$ cat src/sv/avir_pkg.sv
package avir_pkg;

    localparam int AVG_DEPTH_DEF = 8;
    localparam int SAMPLE_W      = 12;
    localparam int SAMPLE_MAX    = 4095;
    localparam int VREF_MV       = 2500;
    localparam int DIVIDER_RATIO = 20;
    localparam int MV_FULL       = VREF_MV * DIVIDER_RATIO;
    localparam int MV_MAX        = 50000;
    localparam int MV_W          = 16;
    localparam int ADC_SHIFT     = 12;
    localparam int TCODE_W       = 12;
    localparam int ERR_W         = MV_W + 1;
    localparam int ERR_DIV       = 30;
    localparam int ERR_SHIFT     = 20;
    localparam int ERR_RECIP     = ((1 << ERR_SHIFT) + ERR_DIV - 1) / ERR_DIV;
    localparam int DUTY_W        = 24;
    localparam int DUTY_MAX      = 8388607;
    localparam int DUTY_MIN      = -8388608;

    typedef enum logic
    {
        CMD_VOUT     = 1'b0,
        CMD_SETPOINT = 1'b1
    } command_t;

    typedef struct packed
    {
        logic               done;
        logic               enable;
        logic [TCODE_W-1:0] target_code;
    } s0_side_t;

    typedef struct packed
    {
        logic                    done;
        logic                    enable;
        logic [MV_W-1:0]         target_mv;
        logic [MV_W-1:0]         measured_mv;
        logic signed [ERR_W-1:0] err;
    } scale_out_t;

endpackage

$ cat src/sv/avir_scale_pipe.sv
module avir_scale_pipe
#(
    parameter int AVG_DEPTH = avir_pkg::AVG_DEPTH_DEF,
    localparam int SUM_W = $clog2(AVG_DEPTH * avir_pkg::SAMPLE_MAX + 1)
)
(
    input  logic                 clk,
    input  logic                 rst_n,
    input  logic                 in_valid,
    output logic                 in_ready,
    input  logic [SUM_W-1:0]     in_sum,
    input  avir_pkg::s0_side_t   in_side,
    output logic                 out_valid,
    input  logic                 out_ready,
    output avir_pkg::scale_out_t out_data
);
    import avir_pkg::*;

    localparam int PROD_W = SUM_W + MV_W;
    localparam int Q_W    = PROD_W - ADC_SHIFT;
    localparam longint RECIP = (64'd1 << Q_W) / AVG_DEPTH;

    logic                v1_reg, v2_reg, v3_reg;
    logic                r1, r2, r3;
    s0_side_t            side1_reg, side2_reg;
    logic [MV_W-1:0]     tmv1_reg, tmv2_reg;
    logic [PROD_W-1:0]   prod1_reg;
    logic [Q_W-1:0]      q2_reg, est2_reg;
    scale_out_t          res3_reg;

    logic [PROD_W-1:0]   prod1_next;
    logic [MV_W-1:0]     tmv1_next;
    logic [Q_W-1:0]      q2_next;
    logic [2*Q_W-1:0]    est_prod;
    logic [Q_W-1:0]      est2_next;
    logic [Q_W-1:0]      rem;
    logic [Q_W-1:0]      meas_full;
    logic [MV_W-1:0]     meas;
    scale_out_t          res3_next;

    assign r3       = !v3_reg || out_ready;
    assign r2       = !v2_reg || r3;
    assign r1       = !v1_reg || r2;
    assign in_ready = r1;

    assign prod1_next = PROD_W'(in_sum) * PROD_W'(MV_FULL);
    assign tmv1_next  = MV_W'(MV_W'(in_side.target_code) * MV_W'(DIVIDER_RATIO));

    assign q2_next   = prod1_reg[PROD_W-1:ADC_SHIFT];
    assign est_prod  = (2*Q_W)'(q2_next) * (2*Q_W)'(RECIP);
    assign est2_next = est_prod[2*Q_W-1:Q_W];

    // The reciprocal estimate is at most one below the true quotient.
    assign rem       = q2_reg - Q_W'(est2_reg * Q_W'(AVG_DEPTH));
    assign meas_full = (rem >= Q_W'(AVG_DEPTH)) ? est2_reg + Q_W'(1) : est2_reg;
    assign meas      = meas_full[MV_W-1:0];

    always_comb
    begin
        res3_next.done        = side2_reg.done;
        res3_next.enable      = side2_reg.enable;
        res3_next.target_mv   = tmv2_reg;
        res3_next.measured_mv = meas;
        res3_next.err         = $signed({1'b0, tmv2_reg}) - $signed({1'b0, meas});
    end

    always_ff @(posedge clk or negedge rst_n)
    begin
        if (!rst_n)
        begin
            v1_reg <= 1'b0;
            v2_reg <= 1'b0;
            v3_reg <= 1'b0;
        end
        else
        begin
            if (r1)
            begin
                v1_reg <= in_valid;
            end
            if (r2)
            begin
                v2_reg <= v1_reg;
            end
            if (r3)
            begin
                v3_reg <= v2_reg;
            end
        end
    end

    always_ff @(posedge clk)
    begin
        if (r1 && in_valid)
        begin
            prod1_reg <= prod1_next;
            tmv1_reg  <= tmv1_next;
            side1_reg <= in_side;
        end
        if (r2 && v1_reg)
        begin
            q2_reg    <= q2_next;
            est2_reg  <= est2_next;
            tmv2_reg  <= tmv1_reg;
            side2_reg <= side1_reg;
        end
        if (r3 && v2_reg)
        begin
            res3_reg <= res3_next;
        end
    end

    assign out_valid = v3_reg;
    assign out_data  = res3_reg;

endmodule

$ cat src/sv/averaged_voltage_integral_regulator_top.sv
// Averaged voltage integral regulator.
// The slave channel carries one ADC conversion per transfer. s_tuser selects
// the kind of sample: an output-voltage reading or a setpoint reading.
// Setpoint readings update the target in millivolts; output-voltage readings
// are summed in blocks of AVG_DEPTH, and the block average becomes the
// measured value in millivolts. When output is enabled at the end of a block,
// the duty accumulator integrates a thirtieth of the error and saturates at
// the signed 24-bit limits.
// Every accepted transfer produces exactly one result transfer on the master
// channel, in order; m_tlast marks the result of the sample that ended a block.
// A result passes through the input register and then one register each for
// the scaling product, the reciprocal estimate, the quotient correction and
// the duty update.
// One transfer per cycle is sustained while m_tready stays high; the stages are
// valid-gated, so bubbles close up and a held result does not stop earlier
// stages from filling. When the receiver stalls, the result register holds
// and s_tready drops once every stage is full.
// Reset clears the sum, the sample count, the target, the measured value, the
// duty accumulator and all valid flags.
module averaged_voltage_integral_regulator_top
#(
    parameter int AVG_DEPTH = avir_pkg::AVG_DEPTH_DEF
)
(
    input  logic        clk,
    input  logic        rst_n,
    input  logic        s_tvalid,
    output logic        s_tready,
    input  logic [15:0] s_tdata,  // sample[11:0], output_enable[12], zero[15:13]
    input  logic [0:0]  s_tuser,  // command[0]
    output logic        m_tvalid,
    input  logic        m_tready,
    output logic [55:0] m_tdata,  // measured_mv[15:0], target_mv[31:16],
                                  // duty_value[55:32]
    output logic        m_tlast
);
    import avir_pkg::*;

    localparam int SUM_W = $clog2(AVG_DEPTH * SAMPLE_MAX + 1);
    localparam int CNT_W = $clog2(AVG_DEPTH);
    localparam int TPROD_W = SAMPLE_W + 12;

    logic [SAMPLE_W-1:0]   sample;
    logic                  output_enable;
    command_t              command;
    logic                  in_xfer;

    logic [SUM_W-1:0]      sum_reg, sum_next;
    logic [CNT_W-1:0]      count_reg;
    logic [TCODE_W-1:0]    tcode_reg, tcode_next;
    logic [TPROD_W-1:0]    tprod;
    logic                  block_end;

    logic                  st0_valid_reg;
    logic [SUM_W-1:0]      st0_sum_reg;
    s0_side_t              st0_side_reg, st0_side_next;
    logic                  pipe_in_ready;

    logic                  pipe_valid;
    logic                  pipe_ready;
    scale_out_t            pipe_data;
    logic                  pipe_xfer;

    logic [MV_W-1:0]       measured_reg;
    logic [MV_W-1:0]       target_out_reg;
    logic                  done_out_reg;
    logic                  out_valid_reg;
    logic signed [DUTY_W-1:0] duty_reg, duty_next;

    logic [ERR_W-1:0]      abs_err;
    logic [31:0]           quot_prod;
    logic [ERR_W-1:0]      quot_mag;
    logic signed [ERR_W-1:0] step;
    logic signed [DUTY_W:0]  duty_sum;

    assign sample        = s_tdata[SAMPLE_W-1:0];
    assign output_enable = s_tdata[SAMPLE_W];
    assign command       = command_t'(s_tuser[0]);

    assign s_tready = !st0_valid_reg || pipe_in_ready;
    assign in_xfer  = s_tvalid && s_tready;

    assign tprod     = TPROD_W'(sample) * TPROD_W'(VREF_MV);
    assign sum_next  = sum_reg + SUM_W'(sample);
    assign block_end = (command == CMD_VOUT) && (count_reg == CNT_W'(AVG_DEPTH - 1));

    always_comb
    begin
        tcode_next = tcode_reg;
        case (command)
            CMD_SETPOINT: tcode_next = tprod[TPROD_W-1:ADC_SHIFT];
            default:      tcode_next = tcode_reg;
        endcase
        st0_side_next.done        = block_end;
        st0_side_next.enable      = output_enable;
        st0_side_next.target_code = tcode_next;
    end

    always_ff @(posedge clk or negedge rst_n)
    begin
        if (!rst_n)
        begin
            sum_reg       <= '0;
            count_reg     <= '0;
            tcode_reg     <= '0;
            st0_valid_reg <= 1'b0;
        end
        else
        begin
            if (s_tready)
            begin
                st0_valid_reg <= s_tvalid;
            end
            if (in_xfer)
            begin
                tcode_reg <= tcode_next;
                if (command == CMD_VOUT)
                begin
                    if (block_end)
                    begin
                        sum_reg   <= '0;
                        count_reg <= '0;
                    end
                    else
                    begin
                        sum_reg   <= sum_next;
                        count_reg <= count_reg + CNT_W'(1);
                    end
                end
            end
        end
    end

    always_ff @(posedge clk)
    begin
        if (in_xfer)
        begin
            st0_sum_reg  <= sum_next;
            st0_side_reg <= st0_side_next;
        end
    end

    avir_scale_pipe #(
        .AVG_DEPTH (AVG_DEPTH)
    ) u_scale (
        .clk       (clk),
        .rst_n     (rst_n),
        .in_valid  (st0_valid_reg),
        .in_ready  (pipe_in_ready),
        .in_sum    (st0_sum_reg),
        .in_side   (st0_side_reg),
        .out_valid (pipe_valid),
        .out_ready (pipe_ready),
        .out_data  (pipe_data)
    );

    assign pipe_ready = !out_valid_reg || m_tready;
    assign pipe_xfer  = pipe_valid && pipe_ready;

    // Quotient by thirty through a rounded-up reciprocal, exact for this range.
    assign abs_err   = pipe_data.err[ERR_W-1] ? ERR_W'(-pipe_data.err) : ERR_W'(pipe_data.err);
    assign quot_prod = 32'(abs_err[MV_W-1:0]) * 32'(ERR_RECIP);
    assign quot_mag  = ERR_W'(quot_prod >> ERR_SHIFT);
    assign step      = pipe_data.err[ERR_W-1] ? -$signed(quot_mag) : $signed(quot_mag);
    assign duty_sum  = $signed({duty_reg[DUTY_W-1], duty_reg})
                     + $signed({{(DUTY_W + 1 - ERR_W){step[ERR_W-1]}}, step});

    always_comb
    begin
        if (duty_sum > (DUTY_W + 1)'(DUTY_MAX))
        begin
            duty_next = DUTY_W'(DUTY_MAX);
        end
        else if (duty_sum < $signed((DUTY_W + 1)'(DUTY_MIN)))
        begin
            duty_next = DUTY_W'(DUTY_MIN);
        end
        else
        begin
            duty_next = duty_sum[DUTY_W-1:0];
        end
    end

    always_ff @(posedge clk or negedge rst_n)
    begin
        if (!rst_n)
        begin
            out_valid_reg <= 1'b0;
            measured_reg  <= '0;
            duty_reg      <= '0;
        end
        else
        begin
            if (pipe_ready)
            begin
                out_valid_reg <= pipe_valid;
            end
            if (pipe_xfer && pipe_data.done)
            begin
                measured_reg <= pipe_data.measured_mv;
                if (pipe_data.enable)
                begin
                    duty_reg <= duty_next;
                end
            end
        end
    end

    always_ff @(posedge clk)
    begin
        if (pipe_xfer)
        begin
            target_out_reg <= pipe_data.target_mv;
            done_out_reg   <= pipe_data.done;
        end
    end

    assign m_tvalid = out_valid_reg;
    assign m_tdata  = {duty_reg, target_out_reg, measured_reg};
    assign m_tlast  = done_out_reg;

    a_count_range: assert property (@(posedge clk) disable iff (!rst_n)
        count_reg <= CNT_W'(AVG_DEPTH - 1))
        else $error("sample count left its range");

    a_duty_hold: assert property (@(posedge clk) disable iff (!rst_n)
        !(pipe_xfer && pipe_data.done && pipe_data.enable) |=> $stable(duty_reg))
        else $error("duty changed without an enabled block end");

    a_measured_range: assert property (@(posedge clk) disable iff (!rst_n)
        measured_reg <= MV_W'(MV_MAX))
        else $error("measured value above full scale");

    a_measured_hold: assert property (@(posedge clk) disable iff (!rst_n)
        !(pipe_xfer && pipe_data.done) |=> $stable(measured_reg))
        else $error("measured value changed outside a block end");

    a_stall_full: assert property (@(posedge clk) disable iff (!rst_n)
        !s_tready |-> (st0_valid_reg && out_valid_reg && !m_tready))
        else $error("input stalled while the pipeline had room");

endmodule

$ cat config.mk
export PLATFORM = sky130hd
export DESIGN_NAME = averaged_voltage_integral_regulator_top
export DESIGN_NICKNAME = d
export VERILOG_FILES = /design/src/sv/avir_pkg.sv /design/src/sv/avir_scale_pipe.sv /design/src/sv/averaged_voltage_integral_regulator_top.sv
export SDC_FILE = /design/constraint.sdc
export NUM_CORES = 1
export LEC_CHECK = 0
export ABC_AREA = 1
export BUFFER_PORTS_ARGS = -buffer_cell sky130_fd_sc_hd__clkbuf_2
export CAP_MARGIN = 30
export CORE_MARGIN = 2
export CORE_UTILIZATION = 40
export DETAILED_ROUTE_END_ITERATION = 8
export PLACE_DENSITY = 0.63
export SYNTH_ARGS = -nofsm -noshare
export SYNTH_HDL_FRONTEND = slang
export SYNTH_SLANG_ARGS = --single-unit
export TNS_END_PERCENT = 10
$ cat constraint.sdc
create_clock -name clk -period 10.01 [get_ports clk]
set_input_delay 1.5015 -clock clk [delete_from_list [all_inputs] [get_ports clk]]
set_output_delay 1.5015 -clock clk [all_outputs]
set_load 0.02 [all_outputs]
* Yosys cells after proc, flatten, opt, wreduce, memory -nomap -nowiden
Cells that the tools add are included.
** Operators by class
- Add/sub/neg operators :: 8
- Multipliers :: 4
- Divide/modulo/power cells :: 0
- Order comparisons :: 3
- Equality and inequality tests :: 1
- Shift-type cells :: 0
- Muxes and demuxes :: 8
- Bitwise logic cells :: 1
- Reductions and logical operators :: 19
** Operator list (count)
- 2-to-1 mux 24 bit :: 2
- multiplier 16 x 16 -> 32 bit, second input constant :: 1
- 2-to-1 mux 16 bit :: 2
- multiplier 15 x 12 -> 27 bit, second input constant :: 1
- adder 24 x 17 -> 25 bit :: 1
- greater-than comparator 25 x 24 -> 1 bit, second input constant :: 1
- less-than comparator 25 x 24 -> 1 bit, second input constant :: 1
- multiplier 12 x 10 -> 22 bit, second input constant :: 1
- >= comparator 19 x 4 -> 1 bit, second input constant :: 1
- subtractor 19 bit :: 1
- 2-to-1 mux 17 bit :: 1
- negator 12 -> 17 bit :: 1
- subtractor 16 x 16 -> 17 bit :: 1
- adder 16 x 1 -> 16 bit, second input constant :: 1
- negator 16 bit :: 1
- adder 15 x 12 -> 15 bit :: 1
- 2-to-1 mux 15 bit :: 1
- multiplier 12 x 3 -> 14 bit, second input constant :: 1
- 2-to-1 mux 12 bit :: 1
- logical AND 1 bit :: 7
- logical NOT 1 bit :: 5
- logical OR 1 bit :: 5
- AND reduction 2 bit :: 2
- adder 3 x 1 -> 3 bit, second input constant :: 1
- other kinds (3) :: 3
** Storage, ports and cells
- Register bits :: 262
- Latch bits :: 0
- Bits in writable memories :: 0
- Bits in read-only memories :: 0
- Logic and storage cells :: 74
- Memories kept :: 0

* Longest topological paths before layout
- Word-level depth :: 9
- Mapped depth :: 48
- Gate-level depth less buffers :: 47

* Hierarchy
Synthesis repeated with hierarchy kept, for this count alone.
** Second synthesis, totals
- Cell total of the unflattened synthesis :: 2246
- Area total of the unflattened synthesis :: 19854.0 µm²
** Modules (own cells, without submodules)
- averaged_voltage_integral_regulator_top :: times used 1, cells an instance 1439, area each 11567.3 µm², seq. area each 3183.1 µm²
- avir_scale_pipe :: times used 1, cells an instance 807, area each 8286.7 µm², seq. area each 3438.3 µm²

* Worst setup path after synthesis
Ideal clock, no wire load.
- Path type :: register -> register
- From :: reg u_scale.res3_reg (netlist bit u_scale.out_data[2])
- To :: reg duty_reg[3]
- Setup time :: 0.122 ns
- Arrival :: 6.748 ns
- Data required time :: 9.888 ns
- Setup slack :: 3.140 ns
- Stages on the path, launching flop included :: 39
- Buffers on the path :: 1
- Clock period less this slack :: 6.870 ns
- Path through :: edfxtp_1 -> nor2_1 -> nand2_1 -> nor3_1 -> inv_1 -> nor3_1 -> nor2_1 -> xor2_1 -> ha_1 -> inv_1 -> fa_1 -> fa_1 -> inv_1 -> ha_1 -> ha_1 -> ha_1 -> a21oi_1 -> o21ai_0 -> (+3 left out) -> nand2_2 -> nand3b_1 -> nand2_1 -> xor2_1 -> nor2_1 -> a31oi_1 -> ha_1 -> a21oi_1 -> o21ai_0 -> a21oi_1 -> nand3_2 -> nand2_2 -> nand3_2 -> xor2_2 -> nor2_2 -> nor2_4 -> buf_8 -> a2bb2oi_1
** On the way
- Word-level cells in the longest chain between the ends :: 9
** Ends and longest elaborated chain
- start: declaration :: RTL line avir_scale_pipe.sv:29 : scale_out_t res3_reg;
- start signal: assignment :: RTL line avir_scale_pipe.sv:109 : res3_reg <= res3_next;
- negator 16 bit :: RTL line averaged_voltage_integral_regulator_top.sv:161 : assign abs_err = pipe_data.err[ERR_W-1] ? ERR_W'(-pipe_data.err) : ERR_W'(pipe_data.err);
- 2-to-1 mux 16 bit * :: RTL line averaged_voltage_integral_regulator_top.sv:161
- multiplier 16 x 16 -> 32 bit * :: RTL line averaged_voltage_integral_regulator_top.sv:162 : assign quot_prod = 32'(abs_err[MV_W-1:0]) * 32'(ERR_RECIP);
- negator 12 -> 17 bit :: RTL line averaged_voltage_integral_regulator_top.sv:164 : assign step = pipe_data.err[ERR_W-1] ? -$signed(quot_mag) : $signed(quot_mag);
- 2-to-1 mux 17 bit * :: RTL line averaged_voltage_integral_regulator_top.sv:164
- adder 24 x 17 -> 25 bit * :: RTL line averaged_voltage_integral_regulator_top.sv:166 : + $signed({{(DUTY_W + 1 - ERR_W){step[ERR_W-1]}}, step});
- less-than comparator 25 x 24 -> 1 bit :: RTL line averaged_voltage_integral_regulator_top.sv:174 : else if (duty_sum < $signed((DUTY_W + 1)'(DUTY_MIN)))
- 2-to-1 mux 24 bit :: RTL line averaged_voltage_integral_regulator_top.sv:174
- 2-to-1 mux 24 bit * :: RTL line averaged_voltage_integral_regulator_top.sv:170 : if (duty_sum > (DUTY_W + 1)'(DUTY_MAX))
- end signal: assignment :: RTL line averaged_voltage_integral_regulator_top.sv:203 : duty_reg <= duty_next;
- end: declaration :: RTL line averaged_voltage_integral_regulator_top.sv:68 : logic signed [DUTY_W-1:0] duty_reg, duty_next;
Every way passes the cells marked *; elsewhere a longest branch is shown, timed or not.
A chain may end at the register's enable or synchronous reset.

* Worst setup path in the final report
- From :: reg u_scale.res3_reg (netlist bit u_scale.out_data[0])
- To :: reg duty_reg[21]
Same word-level chain as after synthesis.

==> results.cfg <==
[placed_design]
gp_congestion = 0.887
post_dp_cell_area_mm2 = 0.0202
dpl.hpwl_um = 32800
io_buffers = 74
numPlacedInstances = 2710

[final_layout]
largest_register_ffs = 48
final_util_pct = 44.4
fill_cells = 4603
final_cells = 2758
drive_gt1_share_pct = 8.21
synthToLayoutAreaGrowth_pct = 10.3
finalNetCount = 2549
postLayoutCellArea_mm2 = 0.0211
diodes = 0

[sta]
final.min_clock_period_ps = 8470
hold_violations = 0
setup-tns-final_ps = 0
skew_ps = 25.4
rsz0062_at_grt = false
fin_crit_sh_pct = 84.6
tightest_slew_ps = 951
setup-violations-final = 0
drv_slew = 0
fmax_mhz = 118
relSlewSlack_pct = 36.6

[synthesis]
postSynthAreaPerCell_um2 = 9.40
synth-seq-area-share_pct = 34.3
synth_top_cell_by_area = edfxtp_1
synth.most_common_cell = nand2_1
synth_edf_count = 156
synth_flop_cell = edfxtp_1
synth-seq-cells = 231
synth_common_cells = 383 x nand2_1, 341 x inv_1, 322 x ha_1
synth_cell_types = 53
synth.top_cells.by_area = edfxtp_1 25%, ha_1 21%, dfrtp_1 9.8%
yosys.area.top_type_share_pct = 24.5
netlist_instances = 2033
netlist_area_mm2 = 0.0191
yosysWarnings = 0
synth-async-reset-ratio_pct = 32.5

[clocking]
clk_latency_ps = 550
clock_path_buffers = 3
cts_made_buffers = 26
post_cts_buffers = 0
post_cts_resized = 0
holdBufCountCts = 0
clkTransAtPathRegs_ps = 60
htree_levels = 1
clock_sinks = 231
cts_root_buffer = clkbuf_16
cts_tree = built

[worst_setup_path]
critPathMaxStageDelay_ps = 600
cpMostUsedCell = nand2_1
critPathCaptureType = flip-flop
cp-start-kind = flip-flop
cp_slowest_cell = xor2_1
cp.required_ps = 10400
arrival_ps = 8870
critPathKind = reg -> reg
cpLargestDelayFamily = simple AND/OR/NAND/NOR gates
cp_max_fo = 22
cp_num_buf_inv = 6

[global_routing]
grt.total_usage_pct = 16.4
grt_max_degree = 49
grt_pass1_wl_um = 67000
grt-ovfl-total = 0
grt_pass1_vias = 13982
antenna_found_initial = 0

[drt]
drt-total-wl_um = 39700
viasPerCell = 4.92
drt_first_pass_iters = 7
vias = 13564
wl_per_cell_um = 14.4
drc = 0
ant_nets = 0
drt_iter0_markers = 750

[floorplan]
initial_core_util_pct = 40.3
ios = 80
fp.dieArea_mm2 = 0.0495
core_area_mm2 = 0.0474
dieHeight_um = 223
rows = 80
die_x_um = 223

[min_path]
hold_class = reg -> reg

[run_status]
status = completed

[job]
maxCapViolCount = 0
-- stage by stage --
step / hold slack (ps) / setup WS [ps]
floorplan: 400 / 3140
global placement: 401 / 1670
detailed placement: 405 / 1660
CTS: 396 / 1590
global route: 399 / 614
finish: 397 / 1540
-- kinds of logic after synthesis --
kind of cell    share of synthesized area [%]
compound gates                           9.16
other cells                            0.0196
simple gates                             14.2
buf+inv                                  7.49
xor+xnor                                 5.04
fa+ha+maj                                29.8
flops                                    34.3
-- cells in the final DEF, fill, tap and decap left out, types with 14 or more instances in the layout --
cell	n
nand2_1	383
inv_1	340
ha_1	322
edfxtp_1	156
a21oi_1	118
nor2_1	105
fa_1	83
xor2_1	75
dfrtp_1	75
o21ai_0	74
clkbuf_2	73
nand3_1	67
xnor2_1	28
clkbuf_16	26
nand4_1	18
a31oi_1	15
a2bb2oi_1	14
-- layout make-up --
cell class | count | area (um^2) | share of cell area [%]
multi-input cells | 1436 | 11100 | 52.8
well taps | 615 | 769 | 3.65
flip-flops and latches | 231 | 6560 | 31.1
inverters | 346 | 1300 | 6.16
clock buffers | 30 | 676 | 3.21
clock inverters | 18 | 221 | 1.05
repair buffers | 82 | 433 | 2.05
-- routing by layer --
layer  share of wire (%)  track usage, %
met5                   0               0
met4                 2.4            4.05
met3                 3.3            1.79
met2                  50            30.6
met1                  44            20.1
-- worst paths after layout --
path                                 startpoint           endpoint  slack (ps)  depth (start not counted)
setup / recovery            u_scale.out_data[0]       duty_reg[21]        1540                         38
hold / removal             u_scale.out_data[39]  target_out_reg[6]         400                          0
setup reg to reg            u_scale.out_data[0]       duty_reg[21]        1540                         38
hold reg to reg            u_scale.out_data[39]  target_out_reg[6]         400                          0
max in group asynchronous                 rst_n       duty_reg[16]        8120                          2
min in group asynchronous                 rst_n  u_scale.out_valid         970                          1
Power is left out: the tool's default activity adds up to more than one toggle a clock period on the data nets, which glitch-free logic cannot reach.
